[config.mk]
export PLATFORM = sky130hd
export DESIGN_NAME = msdiv_cell
export DESIGN_NICKNAME = d
export VERILOG_FILES = /design/src/hw/rtl/mixed_sign_divider_with_overflow_defines.svh /design/src/hw/rtl/msdiv_pkg.sv /design/src/hw/rtl/msdiv_cell.sv
export SDC_FILE = /design/constraint.sdc
export NUM_CORES = 1
export LEC_CHECK = 0
export ABC_CLOCK_PERIOD_IN_PS = 800
export BUFFER_PORTS_ARGS = -buffer_cell sky130_fd_sc_hd__buf_2
export CAP_MARGIN = 0
export CORE_ASPECT_RATIO = 1.4
export CORE_MARGIN = 1
export CORE_UTILIZATION = 44
export CTS_CLUSTER_SIZE = 20
export DETAILED_ROUTE_END_ITERATION = 12
export GPL_ROUTABILITY_DRIVEN = 0
export GPL_TIMING_DRIVEN = 0
export PLACE_DENSITY = 0.82
export SLEW_MARGIN = 10
export SYNTH_ARGS = -nofsm -noshare
export SYNTH_HDL_FRONTEND = slang
export SYNTH_SLANG_ARGS = --single-unit
[constraint.sdc]
create_clock -name clk_i -period 0.8 [get_ports clk_i]
set_input_delay 0.08 -clock clk_i [delete_from_list [all_inputs] [get_ports clk_i]]
set_output_delay 0.08 -clock clk_i [all_outputs]
set_load 0.03 [all_outputs]
[src/hw/rtl/mixed_sign_divider_with_overflow_defines.svh]
// Assertion macros shared by the divider RTL.
// Needs clk_i and rst_ni in the scope where a macro is used.
`ifndef MIXED_SIGN_DIVIDER_WITH_OVERFLOW_DEFINES_SVH
`define MIXED_SIGN_DIVIDER_WITH_OVERFLOW_DEFINES_SVH

// Same-cycle implication, checked out of reset
`define MSD_ASSERT_NOW(lbl, ante, cons, msg) \
  lbl: assert property (@(posedge clk_i) disable iff (!rst_ni) (ante) |-> (cons)) \
    else $error(msg);

// Next-cycle implication, checked out of reset
`define MSD_ASSERT_NEXT(lbl, ante, cons, msg) \
  lbl: assert property (@(posedge clk_i) disable iff (!rst_ni) (ante) |=> (cons)) \
    else $error(msg);

`endif

[src/hw/rtl/msdiv_pkg.sv]
// Package for the mixed-sign divider: field widths and default datapath width.
// No dependencies.
package msdiv_pkg;

  localparam int unsigned DATA_WIDTH_DEF = 32;
  localparam int unsigned FIELD_W        = 32;
  localparam int unsigned REM_W          = 31;
  localparam int unsigned IN_TDATA_W     = 64;
  localparam int unsigned OUT_TDATA_W    = 64;

endpackage

[src/hw/rtl/msdiv_cell.sv]
// One restoring-division cell: produces one quotient bit per word and registers it.
// Depends on msdiv_pkg.
module msdiv_cell
  import msdiv_pkg::*;
#(
  parameter int unsigned DataWidth = DATA_WIDTH_DEF
) (
  input  logic                 clk_i,
  input  logic                 rst_ni,
  input  logic                 adv_i,
  input  logic                 valid_i,
  input  logic [DataWidth-2:0] rem_i,
  input  logic [DataWidth-1:0] nq_i,
  input  logic [DataWidth-1:0] mag_i,
  input  logic                 neg_i,
  input  logic [DataWidth-1:0] num_i,
  output logic                 valid_o,
  output logic [DataWidth-2:0] rem_o,
  output logic [DataWidth-1:0] nq_o,
  output logic [DataWidth-1:0] mag_o,
  output logic                 neg_o,
  output logic [DataWidth-1:0] num_o
);

  logic [DataWidth-1:0] trial;
  logic [DataWidth-1:0] diff;
  logic                 ge;
  logic                 valid_q;
  logic [DataWidth-2:0] rem_d, rem_q;
  logic [DataWidth-1:0] nq_d, nq_q;
  logic [DataWidth-1:0] mag_q;
  logic                 neg_q;
  logic [DataWidth-1:0] num_q;

  // shift in next dividend bit, subtract if it fits
  always_comb begin
    trial = {rem_i, nq_i[DataWidth-1]};
    diff  = trial - mag_i;
    ge    = (trial >= mag_i);
    rem_d = ge ? diff[DataWidth-2:0] : trial[DataWidth-2:0];
    nq_d  = {nq_i[DataWidth-2:0], ge};
  end

  // stage valid
  always_ff @(posedge clk_i or negedge rst_ni) begin
    if (!rst_ni) begin
      valid_q <= 1'b0;
    end else if (adv_i) begin
      valid_q <= valid_i;
    end
  end

  // stage payload
  always_ff @(posedge clk_i) begin
    if (adv_i) begin
      rem_q <= rem_d;
      nq_q  <= nq_d;
      mag_q <= mag_i;
      neg_q <= neg_i;
      num_q <= num_i;
    end
  end

  assign valid_o = valid_q;
  assign rem_o   = rem_q;
  assign nq_o    = nq_q;
  assign mag_o   = mag_q;
  assign neg_o   = neg_q;
  assign num_o   = num_q;

endmodule

# After elaboration in Yosys (flattened, before gate mapping)
# Index checks and enable logic that the tools add are counted.
[totals]
ramBits = 0
romBits = 0
out_inout_bits = 129
register_bits = 129
latchBits = 0
wordCells = 9
n_memories = 0
[op_classes]
n_eq_ne = 0
n_reduce_logical = 0
n_shift = 0
bitwise_logic = 0
n_addsub = 1
div_mod_pow = 0
magnitude_cmp = 1
n_mul = 0
muxes = 1
[ops]
columns = ["cell", "n"]
rows = [
  ["32-bit >= comparator", 1],
  ["31-bit 2-to-1 mux", 1],
  ["31-bit subtractor", 1],
]

# Longest topological paths before layout
[logic_depth]
ltp_word = 2
depth_mapped = 11
ltp_nobuf = 11

# Worst setup path before layout
# OpenSTA, ideal clock, no wires.
[synth_path]
path_type = "input-to-reg"
start = "input port nq_i[31]"
end = "register rem_q[27], in the netlist rem_o[27] (data pin)"
cell_stages = 11
setup_time_ns = 0.274
slack_ns = -1.645
required_time_ns = 0.526
t_arrival_ns = 2.171
path_cell_list = "inv_1 > ha_1 > fa_1 > nand2b_1 > a21oi_1 > nor4_4 > nor4_4 > o31ai_4 > buf_6 > a221oi_1 > a32oi_1"
[synth_between]
elab_chain_len = 2
word_cells_on_any_way = 3
classes_between = "add/sub: 1; order compare: 1; mux: 1"
[synth_lines]
columns = ["item", "line", "rtl"]
rows = [
  ["start, declared", "msdiv_cell.sv:13", "input logic [DataWidth-1:0] nq_i,"],
  ["31-bit subtractor / 32-bit >= comparator (equally long branches)", "msdiv_cell.sv:38, msdiv_cell.sv:39", ""],
  ["31-bit 2-to-1 mux *", "msdiv_cell.sv:40", "rem_d = ge ? diff[DataWidth-2:0] : trial[DataWidth-2:0];"],
  ["named net rem_d[27]", "msdiv_cell.sv:29", "logic [DataWidth-2:0] rem_d, rem_q;"],
  ["end signal, assigned", "msdiv_cell.sv:56", "rem_q <= rem_d;"],
  ["end, declared", "msdiv_cell.sv:29", ""],
]
# The timed path passes the listed nets; every way through them passes the cells marked *.
# A chain may end at the register's enable or synchronous reset.

# Final worst setup path
[layout_path]
start = "input port mag_i[7]"
end = "register rem_q[29], in the netlist rem_o[29] (data pin)"
[layout_between]
elab_chain_len = 2
word_cells_on_any_way = 3
classes_between = "add/sub: 1; order compare: 1; mux: 1"
[layout_lines]
columns = ["item", "line", "rtl"]
rows = [
  ["start, declared", "msdiv_cell.sv:14", "input logic [DataWidth-1:0] mag_i,"],
  ["31-bit subtractor / 32-bit >= comparator (equally long branches)", "msdiv_cell.sv:38, msdiv_cell.sv:39", ""],
  ["31-bit 2-to-1 mux *", "msdiv_cell.sv:40", ""],
  ["named net rem_d[29]", "msdiv_cell.sv:29", ""],
]
# Marks and branches as above.

==> results_dict.tcl <==
set metrics [dict create \
    final_cell_mix "sky130_fd_sc_hd__buf_6, sky130_fd_sc_hd__edfxtp_1, sky130_fd_sc_hd__buf_2" \
    critPathMaxStageDelay_ns 0.41 \
    final-hold-violation-count 1 \
    vdd_drop_max_mv 1.45 \
    final_max_slew_viol_count 0 \
    detailedRoute.firstIterationViolations 905 \
    cells_on_worst_hold_path 2 \
    timing.fmax_ghz 0.429 \
    max_slew.worst_pin.slew_ns 0.561 \
    timing.clock.skew_ns 0 \
    std_cell_rows 51 \
    r2r_slack_ns -0.12 \
    timing.max_slew.rel_slack_pct 62.4 \
    number_of_synthesized_flops_with_an_enable_pin 128 \
    cts_inserted_buffers 17 \
    ys.warnings.count 0 \
    clockRootBuffer "sky130_fd_sc_hd__clkbuf_16" \
    crit_chain "buf_2, inv_1, ha_1, a21oi_2, a211oi_1, nor3_1, a31oi_2, a41oi_1, nand4b_1, a32oi_1" \
    post_cts_clock_slew_at_the_launch_and_capture_registers_of_the_worst_setup_and_hold_paths_ns 0.07 \
    die_y_um 144 \
    cell_count_along_the_critical_path 10 \
    combined_buffer_and_inverter_count_along_the_critical_path 2 \
    vias_per_cell 6.12 \
    port-buffer-count 260 \
    hold_ws_ns -0.0143 \
    placeableCoreArea_mm2 0.0140 \
    hold_path_class "primary input to flip-flop" \
    maximum_number_of_pins_on_one_net_before_global_route_repair 49 \
    final-setup-viol-count 162 \
    numClockSinks 129 \
    finalCoreUtilization_pct 82.4 \
    totalWireLength_um 30200 \
    post_drt_wl_per_cell_um 26.5 \
    clock_tree.buffer_depth 2 \
    grt_util_all_layers_pct 35.6 \
    status "finished with violations" \
    synthesis.nets 674 \
    start_util_pct 45.1 \
    first_pass_grt_wire_length_um 37800 \
    async_reset_ff_share_pct 0.775 \
    mappedNetlistArea_mm2 0.00630 \
    worst_skew_pair.late_latency_ns 0.42 \
    finalWorstPathRequiredPeriod_ns 2.33 \
    drt_first_pass_iters 7 \
    synthToLayoutAreaGrowth_pct 82.8 \
    syn_avg_cell_area_um2 12.4 \
    critPathCaptureType "flip-flop" \
    commonest_non_fill_non_tap_cell_in_the_layout "sky130_fd_sc_hd__buf_6" \
    final.setup.worst_slack_ns -1.53 \
    logic_depth_of_the_worst_register_to_register_path 2 \
    htree_levels 4 \
    static-leakage-power_nw 4.89 \
    grt_setup_unrepaired "yes" \
    cellPowerDensity_mw_per_mm2 2120 \
    crit_slowest_cell "sky130_fd_sc_hd__ha_1" \
    ant_nets 0 \
    top_ff_cell_synth "sky130_fd_sc_hd__edfxtp_1" \
    period_share_pct 291 \
    detail_route.drc_violations 0 \
    cp_data_required_time_ns 1.05 \
    die_width_um 103 \
    syn_inst 509 \
    critical_path_arrival_ns 2.58 \
    cts_tree "yes" \
    ys_types 55 \
    fin_nets 1102 \
    antenna_found_initial 5 \
    grt_remaining_overflow 0 \
    critPathKind "primary input to flip-flop" \
    synth.ff_latch_count 129 \
    num_vias 6967 \
    ios 261 \
    crit_path_start_kind "primary input" \
    die_area_mm2 0.0148 \
    cap_violations 0 \
    violations_in_the_final_reports "hold timing, setup timing" \
    hpwlAfterDp_um 13500 \
    first_global_vias 6647 \
    crit_fanout 6 \
    final_layout_size_suffix_gt1_share_pct 45.4 \
    timing.critical_path.max_delay_family "compound AO/OA/AOI/OAI gates" \
    synth.yosys.seq_area_share_pct 61.4 \
]
## worst reg2reg max path: stages (launching register included)
cell and delay [ns]:
sky130_fd_sc_hd__dfrtp_2 0.42, sky130_fd_sc_hd__buf_6 0.12, sky130_fd_sc_hd__mux2_4 0.26
## through the flow
step / setup TNS [ns] / total power [mW] / worst slack (ns) / instances / instance area, um^2
final: -77.69 / 24.5 / -1.53 / 1139 / 11500
after global routing: -84.63 / 25.0 / -1.55 / 1138 / 11500
after CTS: -68.86 / 22.9 / -1.27 / 1120 / 11100
after detailed placement: -97.61 / 13.2 / -1.96 / 955 / 8060
after global placement: -282.15 / 13.1 / -1.94 / 954 / 8030
after floorplan: -41.16 / 11.6 / -1.39 / 509 / 6500
## cell usage after synthesis, types with 4 or more instances
cell type	count	area, um^2
sky130_fd_sc_hd__a211o_1	4	35.0
sky130_fd_sc_hd__a211oi_1	4	30.0
sky130_fd_sc_hd__a21o_1	7	52.6
sky130_fd_sc_hd__a21oi_1	33	165
sky130_fd_sc_hd__a31oi_1	8	50.1
sky130_fd_sc_hd__and3_1	4	25.0
sky130_fd_sc_hd__buf_2	4	20.0
sky130_fd_sc_hd__clkbuf_1	7	26.3
sky130_fd_sc_hd__edfxtp_1	128	3840
sky130_fd_sc_hd__ha_1	32	400
sky130_fd_sc_hd__inv_1	42	158
sky130_fd_sc_hd__mux2_2	6	67.6
sky130_fd_sc_hd__mux2i_1	4	40.0
sky130_fd_sc_hd__nand2_1	56	210
sky130_fd_sc_hd__nand2b_1	5	31.3
sky130_fd_sc_hd__nand3_1	8	40.0
sky130_fd_sc_hd__nand4_1	5	31.3
sky130_fd_sc_hd__nor2_1	16	60.1
sky130_fd_sc_hd__nor2b_1	7	43.8
sky130_fd_sc_hd__nor3_1	10	50.1
sky130_fd_sc_hd__o211ai_1	8	60.1
sky130_fd_sc_hd__o21ai_0	35	175
sky130_fd_sc_hd__o31ai_1	5	37.5
sky130_fd_sc_hd__or2_2	7	43.8
sky130_fd_sc_hd__or3_1	5	31.3
sky130_fd_sc_hd__xnor2_1	7	61.3
sky130_fd_sc_hd__xor2_1	13	114
## final timing paths
kind	to	startpoint
setup / recovery	rem_o[29]	mag_i[7]
hold / removal	rem_o[3]	rem_i[2]
setup reg to reg	valid_o	valid_o
hold reg to reg	valid_o	valid_o
max in group asynchronous	valid_o	rst_ni
min in group asynchronous	valid_o	rst_ni
## cell type report
| type | instances | area (um^2) |
|---|---|---|
| Buffer | 11 | 160 |
| Clock buffer | 18 | 429 |
| Fill cell | 642 | 2460 |
| Multi-Input combinational cell | 325 | 2740 |
| Timing Repair Buffer | 410 | 3720 |
| Sequential cell | 129 | 3870 |
| Inverter | 43 | 194 |
| Antenna cell | 4 | 10.0 |
| Clock inverter | 14 | 169 |
| Tap cell | 185 | 231 |
## routing by layer
| metal | vias up | track usage, % | part of all wire (%) |
|---|---|---|---|
| met2 | 697 | 59.8 | 46 |
| met3 | 237 | 10.4 | 12 |
| li1 | 2779 | - | - |
| met1 | 3252 | 38.7 | 33 |
| met4 | 2 | 22.7 | 8.2 |
| met5 | - | 0 | 0.026 |
## kinds of logic after synthesis
group	count (synthesis)	share of synthesized area, %
AND/OR/NAND/NOR	138	11.3
flip-flops	129	61.4
adder cells (fa/ha/maj)	33	6.67
XOR/XNOR	20	2.78
buffers and inverters	55	3.47
AO/OA/AOI/OAI	124	12.7
multiplexers	10	1.71
## state kept, by name, summed over array words and instances, names as in the netlist
signal	flops
mag_o	32
nq_o	32
num_o	32
rem_o	31
neg_o	1
valid_o	1
## power by group
part | internal [mW] | switching, mW | leakage, nW
logic | 3.34 | 4.21 | 3.34
registers | 8.20 | 0.389 | 1.26
clock network | 4.72 | 3.62 | 0.284
## timing repair
item / 4_1_cts / 5_1_grt
hold buffers: 115 / 1
gates resized for setup: 322 / 80
hold endpoints to repair: 116 / 2
setup endpoints to repair: 162 / 163
pin swaps: 10 / 12
cloned: 1 / 4
setup buffers: 19 / 11
Note: power is estimated with default switching activity, not from simulation.
